$ cat src/rtl/dds_pkg.sv
// ----------------------------------------------------------------------------
// Date-time difference package
// Shared beat types, widths and calendar constants for the date-time
// difference pipeline.
// ----------------------------------------------------------------------------
package dds_pkg;

  // Field widths of one date-time.
  localparam int unsigned YearW   = 14;
  localparam int unsigned MonthW  = 4;
  localparam int unsigned DayW    = 5;
  localparam int unsigned HourW   = 5;
  localparam int unsigned MinuteW = 6;
  localparam int unsigned SecondW = 6;

  // Internal widths: day count since year zero, seconds within a day, linear
  // seconds and the delivered duration.
  localparam int unsigned DaysW = 23;
  localparam int unsigned TodW  = 17;
  localparam int unsigned SecW  = 40;
  localparam int unsigned DurW  = 39;

  // Division by 100 is a multiply by ceil(2^22 / 100) and a shift by 22. The
  // result is exact for every dividend below 2^15.
  localparam logic [15:0] RecipK     = 16'd41944;
  localparam int unsigned RecipShift = 22;

  localparam logic [TodW-1:0] SecsPerDay  = 17'd86400;
  localparam logic [TodW-1:0] SecsPerHour = 17'd3600;
  localparam logic [TodW-1:0] SecsPerMin  = 17'd60;

  typedef struct packed {
    logic [YearW-1:0]   year;
    logic [MonthW-1:0]  month;
    logic [DayW-1:0]    day;
    logic [HourW-1:0]   hour;
    logic [MinuteW-1:0] minute;
    logic [SecondW-1:0] second;
  } dds_time_t;

  typedef struct packed {
    logic [YearW-1:0]   start_year;
    logic [MonthW-1:0]  start_month;
    logic [DayW-1:0]    start_day;
    logic [HourW-1:0]   start_hour;
    logic [MinuteW-1:0] start_minute;
    logic [SecondW-1:0] start_second;
    logic [YearW-1:0]   end_year;
    logic [MonthW-1:0]  end_month;
    logic [DayW-1:0]    end_day;
    logic [HourW-1:0]   end_hour;
    logic [MinuteW-1:0] end_minute;
    logic [SecondW-1:0] end_second;
  } dds_in_t;

  typedef struct packed {
    logic [DurW-1:0] duration_seconds;
    logic            start_is_later;
  } dds_out_t;

  // Load enables of the three conversion stages.
  typedef struct packed {
    logic a;
    logic b;
    logic c;
  } dds_stage_en_t;

  // Days before the first of a month in a common year. Month zero counts as
  // January, months past December as the day after the year ends.
  function automatic logic [8:0] days_before_month(input logic [MonthW-1:0] month);
    logic [8:0] days;
    case (month)
      4'd0:    days = 9'd0;
      4'd1:    days = 9'd0;
      4'd2:    days = 9'd31;
      4'd3:    days = 9'd59;
      4'd4:    days = 9'd90;
      4'd5:    days = 9'd120;
      4'd6:    days = 9'd151;
      4'd7:    days = 9'd181;
      4'd8:    days = 9'd212;
      4'd9:    days = 9'd243;
      4'd10:   days = 9'd273;
      4'd11:   days = 9'd304;
      4'd12:   days = 9'd334;
      default: days = 9'd365;
    endcase
    return days;
  endfunction

endpackage

$ cat src/rtl/dds_linear.sv
// ----------------------------------------------------------------------------
// Date-time to linear seconds
// Three-stage conversion of one date-time into seconds since year zero.
// ----------------------------------------------------------------------------
module dds_linear (
  input  logic                        clk_i,
  input  dds_pkg::dds_stage_en_t      en_i,
  input  dds_pkg::dds_time_t          time_i,
  output logic [dds_pkg::SecW-1:0]    secs_o
);

  // Stage A: reciprocal products for the century counts, time of day.
  logic [14:0] y99, y399;
  logic [30:0] prod100_d, prod100_q;
  logic [28:0] prod400_d, prod400_q;
  logic [dds_pkg::TodW-1:0] tod_d, tod_a_q, tod_b_q;
  logic [dds_pkg::YearW-1:0]  year_a_q;
  logic [dds_pkg::MonthW-1:0] month_a_q;
  logic [dds_pkg::DayW-1:0]   day_a_q;

  assign y99  = {1'b0, time_i.year} + 15'd99;
  assign y399 = {1'b0, time_i.year} + 15'd399;
  assign prod100_d = 31'(y99) * 31'(dds_pkg::RecipK);
  assign prod400_d = 29'(y399[14:2]) * 29'(dds_pkg::RecipK);
  assign tod_d = 17'(time_i.hour) * dds_pkg::SecsPerHour
               + 17'(time_i.minute) * dds_pkg::SecsPerMin
               + 17'(time_i.second);

  always_ff @(posedge clk_i) begin
    if (en_i.a) begin
      prod100_q <= prod100_d;
      prod400_q <= prod400_d;
      tod_a_q   <= tod_d;
      year_a_q  <= time_i.year;
      month_a_q <= time_i.month;
      day_a_q   <= time_i.day;
    end
  end

  // Stage B: day count since the start of year zero.
  logic [7:0]  c100;
  logic [5:0]  c400;
  logic [14:0] y3;
  logic        div100, div400, leap, leap_adj;
  logic [23:0] days_sum;
  logic [dds_pkg::DaysW-1:0] days_d, days_q;

  assign c100   = prod100_q[dds_pkg::RecipShift+7:dds_pkg::RecipShift];
  assign c400   = prod400_q[dds_pkg::RecipShift+5:dds_pkg::RecipShift];
  assign div100 = (15'(c100) * 15'd100) == {1'b0, year_a_q};
  assign div400 = (15'(c400) * 15'd400) == {1'b0, year_a_q};
  assign leap   = ((year_a_q[1:0] == 2'b00) && !div100) || div400;
  assign leap_adj = leap && (month_a_q > 4'd2);
  assign y3     = {1'b0, year_a_q} + 15'd3;

  assign days_sum = 24'(year_a_q) * 24'd365 + 24'(y3[14:2]) - 24'(c100) + 24'(c400)
                  + 24'(dds_pkg::days_before_month(month_a_q)) + 24'(leap_adj)
                  + 24'(day_a_q);
  assign days_d = days_sum[dds_pkg::DaysW-1:0];

  always_ff @(posedge clk_i) begin
    if (en_i.b) begin
      days_q  <= days_d;
      tod_b_q <= tod_a_q;
    end
  end

  // Stage C: scale days to seconds and add the time of day.
  logic [dds_pkg::SecW-1:0] secs_d, secs_q;

  assign secs_d = 40'(days_q) * 40'(dds_pkg::SecsPerDay) + 40'(tod_b_q);

  always_ff @(posedge clk_i) begin
    if (en_i.c) begin
      secs_q <= secs_d;
    end
  end

  assign secs_o = secs_q;

endmodule

$ cat src/rtl/dds_compare.sv
// ----------------------------------------------------------------------------
// Linear time compare
// Compares two linear times and registers the clamped difference.
// ----------------------------------------------------------------------------
module dds_compare (
  input  logic                     clk_i,
  input  logic                     rst_ni,
  input  logic                     valid_i,
  input  logic [dds_pkg::SecW-1:0] t0_i,
  input  logic [dds_pkg::SecW-1:0] t1_i,
  output dds_pkg::dds_out_t        result_o,
  output logic                     done_o
);

  logic                     later;
  logic [dds_pkg::SecW-1:0] diff;
  dds_pkg::dds_out_t        result_d, result_q;
  logic                     done_q;

  assign later = t0_i > t1_i;
  assign diff  = t1_i - t0_i;

  always_comb begin
    result_d.start_is_later   = later;
    result_d.duration_seconds = later ? '0 : diff[dds_pkg::DurW-1:0];
  end

  always_ff @(posedge clk_i or negedge rst_ni) begin
    if (!rst_ni) begin
      done_q <= 1'b0;
    end else begin
      done_q <= valid_i;
    end
  end

  always_ff @(posedge clk_i) begin
    if (valid_i) begin
      result_q <= result_d;
    end
  end

  assign result_o = result_q;
  assign done_o   = done_q;

endmodule

$ cat src/rtl/datetime_difference_seconds_top.sv
// ----------------------------------------------------------------------------
// Date-time difference in seconds
// Pipelined Gregorian date-time difference, one beat per clock.
// ----------------------------------------------------------------------------
// Usage: drive a start/end date-time pair on item_i and raise start for one
// cycle; the beat is taken at the rising edge where start is high and busy
// is low. busy stays low, so a new beat may be presented in every cycle.
// Each beat yields exactly one result beat on result_o, marked by done_o for
// a single cycle, once it has passed stages A, B, C and the compare. The result
// carries the seconds from start to end, or zero with start_is_later set when
// the start lies after the end. Equal times give zero with the flag clear.
// Throughput is one beat per cycle. The result is registered in turn by the
// conversion pipeline: reciprocal multiplies for the century counts, the day
// count, the scale to seconds, and the final compare and subtract.
// The receiver cannot hold results off; every result is shown exactly once.
// Reset clears the valid bits of all stages, so beats in flight at reset are
// dropped and no stale result appears afterward.
module datetime_difference_seconds_top (
  input  logic              clk_i,
  input  logic              rst_ni,
  input  logic              start,
  output logic              busy,
  input  dds_pkg::dds_in_t  item_i,
  output dds_pkg::dds_out_t result_o,
  output logic              done_o
);

  logic                   accept;
  logic                   va_q, vb_q, vc_q;
  dds_pkg::dds_stage_en_t en;
  dds_pkg::dds_time_t     t_start, t_end;
  logic [dds_pkg::SecW-1:0] secs0, secs1;

  // The pipeline never stalls, so the block is always ready for a beat.
  assign busy   = 1'b0;
  assign accept = start && !busy;

  // Valid bits travel alongside the payload and gate each stage's load.
  always_ff @(posedge clk_i or negedge rst_ni) begin
    if (!rst_ni) begin
      va_q <= 1'b0;
      vb_q <= 1'b0;
      vc_q <= 1'b0;
    end else begin
      va_q <= accept;
      vb_q <= va_q;
      vc_q <= vb_q;
    end
  end

  assign en.a = accept;
  assign en.b = va_q;
  assign en.c = vb_q;

  always_comb begin
    t_start.year   = item_i.start_year;
    t_start.month  = item_i.start_month;
    t_start.day    = item_i.start_day;
    t_start.hour   = item_i.start_hour;
    t_start.minute = item_i.start_minute;
    t_start.second = item_i.start_second;
    t_end.year     = item_i.end_year;
    t_end.month    = item_i.end_month;
    t_end.day      = item_i.end_day;
    t_end.hour     = item_i.end_hour;
    t_end.minute   = item_i.end_minute;
    t_end.second   = item_i.end_second;
  end

  // Both times are converted in parallel by identical pipelines.
  dds_linear u_linear_start (
    .clk_i  (clk_i),
    .en_i   (en),
    .time_i (t_start),
    .secs_o (secs0)
  );

  dds_linear u_linear_end (
    .clk_i  (clk_i),
    .en_i   (en),
    .time_i (t_end),
    .secs_o (secs1)
  );

  dds_compare u_compare (
    .clk_i    (clk_i),
    .rst_ni   (rst_ni),
    .valid_i  (vc_q),
    .t0_i     (secs0),
    .t1_i     (secs1),
    .result_o (result_o),
    .done_o   (done_o)
  );

  // A later start always reports a zero duration.
  a_later_zero: assert property (@(posedge clk_i) disable iff (!rst_ni)
    done_o && result_o.start_is_later |-> result_o.duration_seconds == '0)
    else $error("later start reported a nonzero duration");

  // Every accepted beat produces its result after the full pipeline.
  a_latency: assert property (@(posedge clk_i) disable iff (!rst_ni)
    accept |-> ##4 done_o)
    else $error("accepted beat produced no result");

  // No result appears without a matching earlier accepted beat.
  a_no_spurious: assert property (@(posedge clk_i) disable iff (!rst_ni)
    done_o |-> $past(accept, 4))
    else $error("result without a matching accepted beat");

endmodule

$ cat config.mk
export PLATFORM = sky130hd
export DESIGN_NAME = datetime_difference_seconds_top
export DESIGN_NICKNAME = d
export VERILOG_FILES = /design/src/rtl/dds_pkg.sv /design/src/rtl/dds_linear.sv /design/src/rtl/dds_compare.sv /design/src/rtl/datetime_difference_seconds_top.sv
export SDC_FILE = /design/constraint.sdc
export NUM_CORES = 2
export LEC_CHECK = 0
export CAP_MARGIN = 20
export CORE_ASPECT_RATIO = 1.2
export CORE_MARGIN = 8
export CORE_UTILIZATION = 45
export DETAILED_ROUTE_END_ITERATION = 10
export DONT_BUFFER_PORTS = 1
export PLACE_DENSITY = 0.6
export SYNTH_ARGS = -nofsm -noshare
export SYNTH_HDL_FRONTEND = slang
export SYNTH_SLANG_ARGS = --single-unit
$ cat constraint.sdc
create_clock -name clk_i -period 11.96 [get_ports clk_i]
set_input_delay 1.794 -clock clk_i [delete_from_list [all_inputs] [get_ports clk_i]]
set_output_delay 1.794 -clock clk_i [all_outputs]
set_load 0.1 [all_outputs]
==> metrics <==
status=completed; Multi-input gate area=37500 um^2; grt ovf=0; clk buf depth=3; FMAX=105 MHz; vias in the first global route=35361; chip height=390 um; routed wire length=106 mm; flip-flop and latch area=9720 um^2; Tmin final=9.54 ns; num rows=137; later-pin clock latency in the skew report=0.59 ns; average size of a mapped cell=9.98 um^2; share of cells above drive strength 1=0.0219; Worst slew margin=0.338; largest net degree at the start of global routing=118; CTS clk-pin slew, worst paths=0.06 ns; Ys Warns=0; endpoints failing setup=0; core area=116000 um^2; cell mode on critical path=fa_1; root buffer selected by CTS=clkbuf_16; Sink Count=330; measured slew at the worst slew-check pin=0.987 ns; crit path max fanout=4; Starting Density=0.453; number of remaining DRC errors=0; first-pass GRT wire length=176 mm; Die Area=128000 um^2; post-synth top area cell=ha_1; top cell type's share of synthesized area=0.269; CTS tree=yes; Post-CTS Setup Inserts=0; critical path type=flip-flop to flip-flop; skew final=0.0259 ns; # IOs=125; Most used DFF post-synth=edfxtp_1; top-count cell post-synth=inv_1; DR vias=33852; WP buf/inv=4; die width=328 um; cts bufs inserted=41; slowest stage delay, CP=0.65 ns; Syn Inst Count=5254; detailed-placement wirelength estimate=92.8 mm; post-cts resize count=0; setup_tns=0 ns; First-pass DRT Iterations=6; CTS H-Tree Depth=2; Worst Setup End Kind=flip-flop; syn nets=7043; remaining antenna violation count=0; hold buffers post-CTS=0; startpoint types=flip-flop; delay-heaviest family, CP=adder cells; CP required=12.28 ns; CP max stage cell=or4b_2; Mapped Area=52400 um^2; RSZ-0062 raised after global routing=false; initial antenna violation count=7; Hold WC Path Type=flip-flop to flip-flop; Max Cap Viol=0; ys async rst share=0.0121; overall routing resource usage=0.167; synth top area cells=ha_1, fa_1, edfxtp_1; Arrival @ worst endpoint=9.87 ns; Nets=7054; distinct cell type count after synthesis=87; PortBufs=0; final hold vios=0; Tcrit/Tclk final=0.798; Max Slew Vio Count=0; GPL Wtd Cong=0.858; Seq cells post-synth=330; Commonest cells post-synth=inv_1, ha_1, fa_1; vias per cell=4.96; wire per inst=15.5 um; Area Growth Syn to Fin=6.02%; 1st-iter DRT viols=1408; Filler cells=10952; Post-synth EDFFs=308; post-synthesis sequential area ratio=0.185
-- flip-flops by register name, indices dropped and copies added (netlist names), 23 cells and up, named ones only --
name	cells
u_linear_end.secs_o	40
u_linear_start.days_q	23
u_compare.result_o	40
u_linear_end.days_q	23
u_linear_start.secs_o	40
-- worst register-to-register path: cells and delay by family (launching register included) --
kind                     cells  cell delay (ns)
flip-flops                   1             0.48
adder cells (fa/ha/maj)     11             4.10
XOR/XNOR                     2             0.24
buffers and inverters        4             0.24
AO/OA/AOI/OAI               15             3.48
AND/OR/NAND/NOR              2             0.75
-- layout by cell type (no fill, tap or decap), drive strengths merged, types with 10 or more instances in the layout --
cell    count
nand3      69
nand4      33
fa        577
clkinv     17
mux2i      13
xor2      116
nor3       57
or3        17
clkbuf     46
a21boi     10
edfxtp    308
nand2     136
nor2      209
and3       28
xnor2     286
a31oi      25
nor4       17
ha       1129
a21o      112
a21oi     233
mux2       10
o21a       38
a211oi     24
inv      1347
dfxtp      18
nor3b      11
o21ai     113
nand2b     33
nor2b      36
and2       23
o211ai     23
o21bai     40
-- metal layers --
metal  track usage  share of wire
met3        0.0332          0.043
met1         0.205           0.44
met4        0.0426          0.026
met2         0.299           0.49
met5             0        0.00025
-- cells by family (layout without fill, tap and decap cells) --
family,after synthesis,in the layout,synth area share
adder cells (fa/ha/maj),1706,1706,0.490
buffers and inverters,1383,1423,0.0991
AO/OA/AOI/OAI,711,711,0.0879
AND/OR/NAND/NOR,696,696,0.0656
XOR/XNOR,402,402,0.0671
flip-flops,330,330,0.185
multiplexers,25,25,0.00556
other,1,6,0.0000715
-- stage by stage --
stage	cell area [um^2]	hold slack [ns]	util	worst slack (ns)	instances
3_3_place_gp	54300	0.403	0.468	2.45	6750
3_5_place_dp	54300	0.405	0.468	2.36	6750
4_1_cts	55600	0.407	0.480	2.32	6822
2_1_floorplan	52400	0.400	-	3.25	5254
5_1_grt	55600	0.415	0.480	1.82	6823
6_report	55600	0.416	0.480	2.42	6828
-- final timing paths --
kind	startpoint	endpoint	slack (ns)	cells after the start
worst max-delay path	u_linear_end.prod100_q[24]$_DFFE_PP_	u_linear_end.days_q[20]$_DFFE_PP_	2.42	34
worst min-delay path	u_linear_end.tod_a_q[0]$_DFFE_PP_	u_linear_end.tod_b_q[0]$_DFFE_PP_	0.42	0
worst max register to register	u_linear_end.prod100_q[24]$_DFFE_PP_	u_linear_end.days_q[20]$_DFFE_PP_	2.42	34
worst min register to register	u_linear_end.tod_a_q[0]$_DFFE_PP_	u_linear_end.tod_b_q[0]$_DFFE_PP_	0.42	0
max in group asynchronous	rst_ni	vb_q$_DFF_PN0_	10.98	0
min in group asynchronous	rst_ni	va_q$_DFF_PN0_	0.91	0
-- final cells by class --
| class | count | area share |
|---|---|---|
| Clock buffer | 46 | 0.0196 |
| Multi-Input combinational cell | 3541 | 0.675 |
| Tap cell | 1529 | 0.0344 |
| Sequential cell | 330 | 0.175 |
| Timing Repair Buffer | 8 | 0.00144 |
| Clock inverter | 26 | 0.00380 |
| Antenna cell | 5 | 0.000225 |
| Inverter | 1343 | 0.0907 |
Power is not shown: default switching activity piles up to over one toggle a cycle in this logic, so the estimate is an artifact.
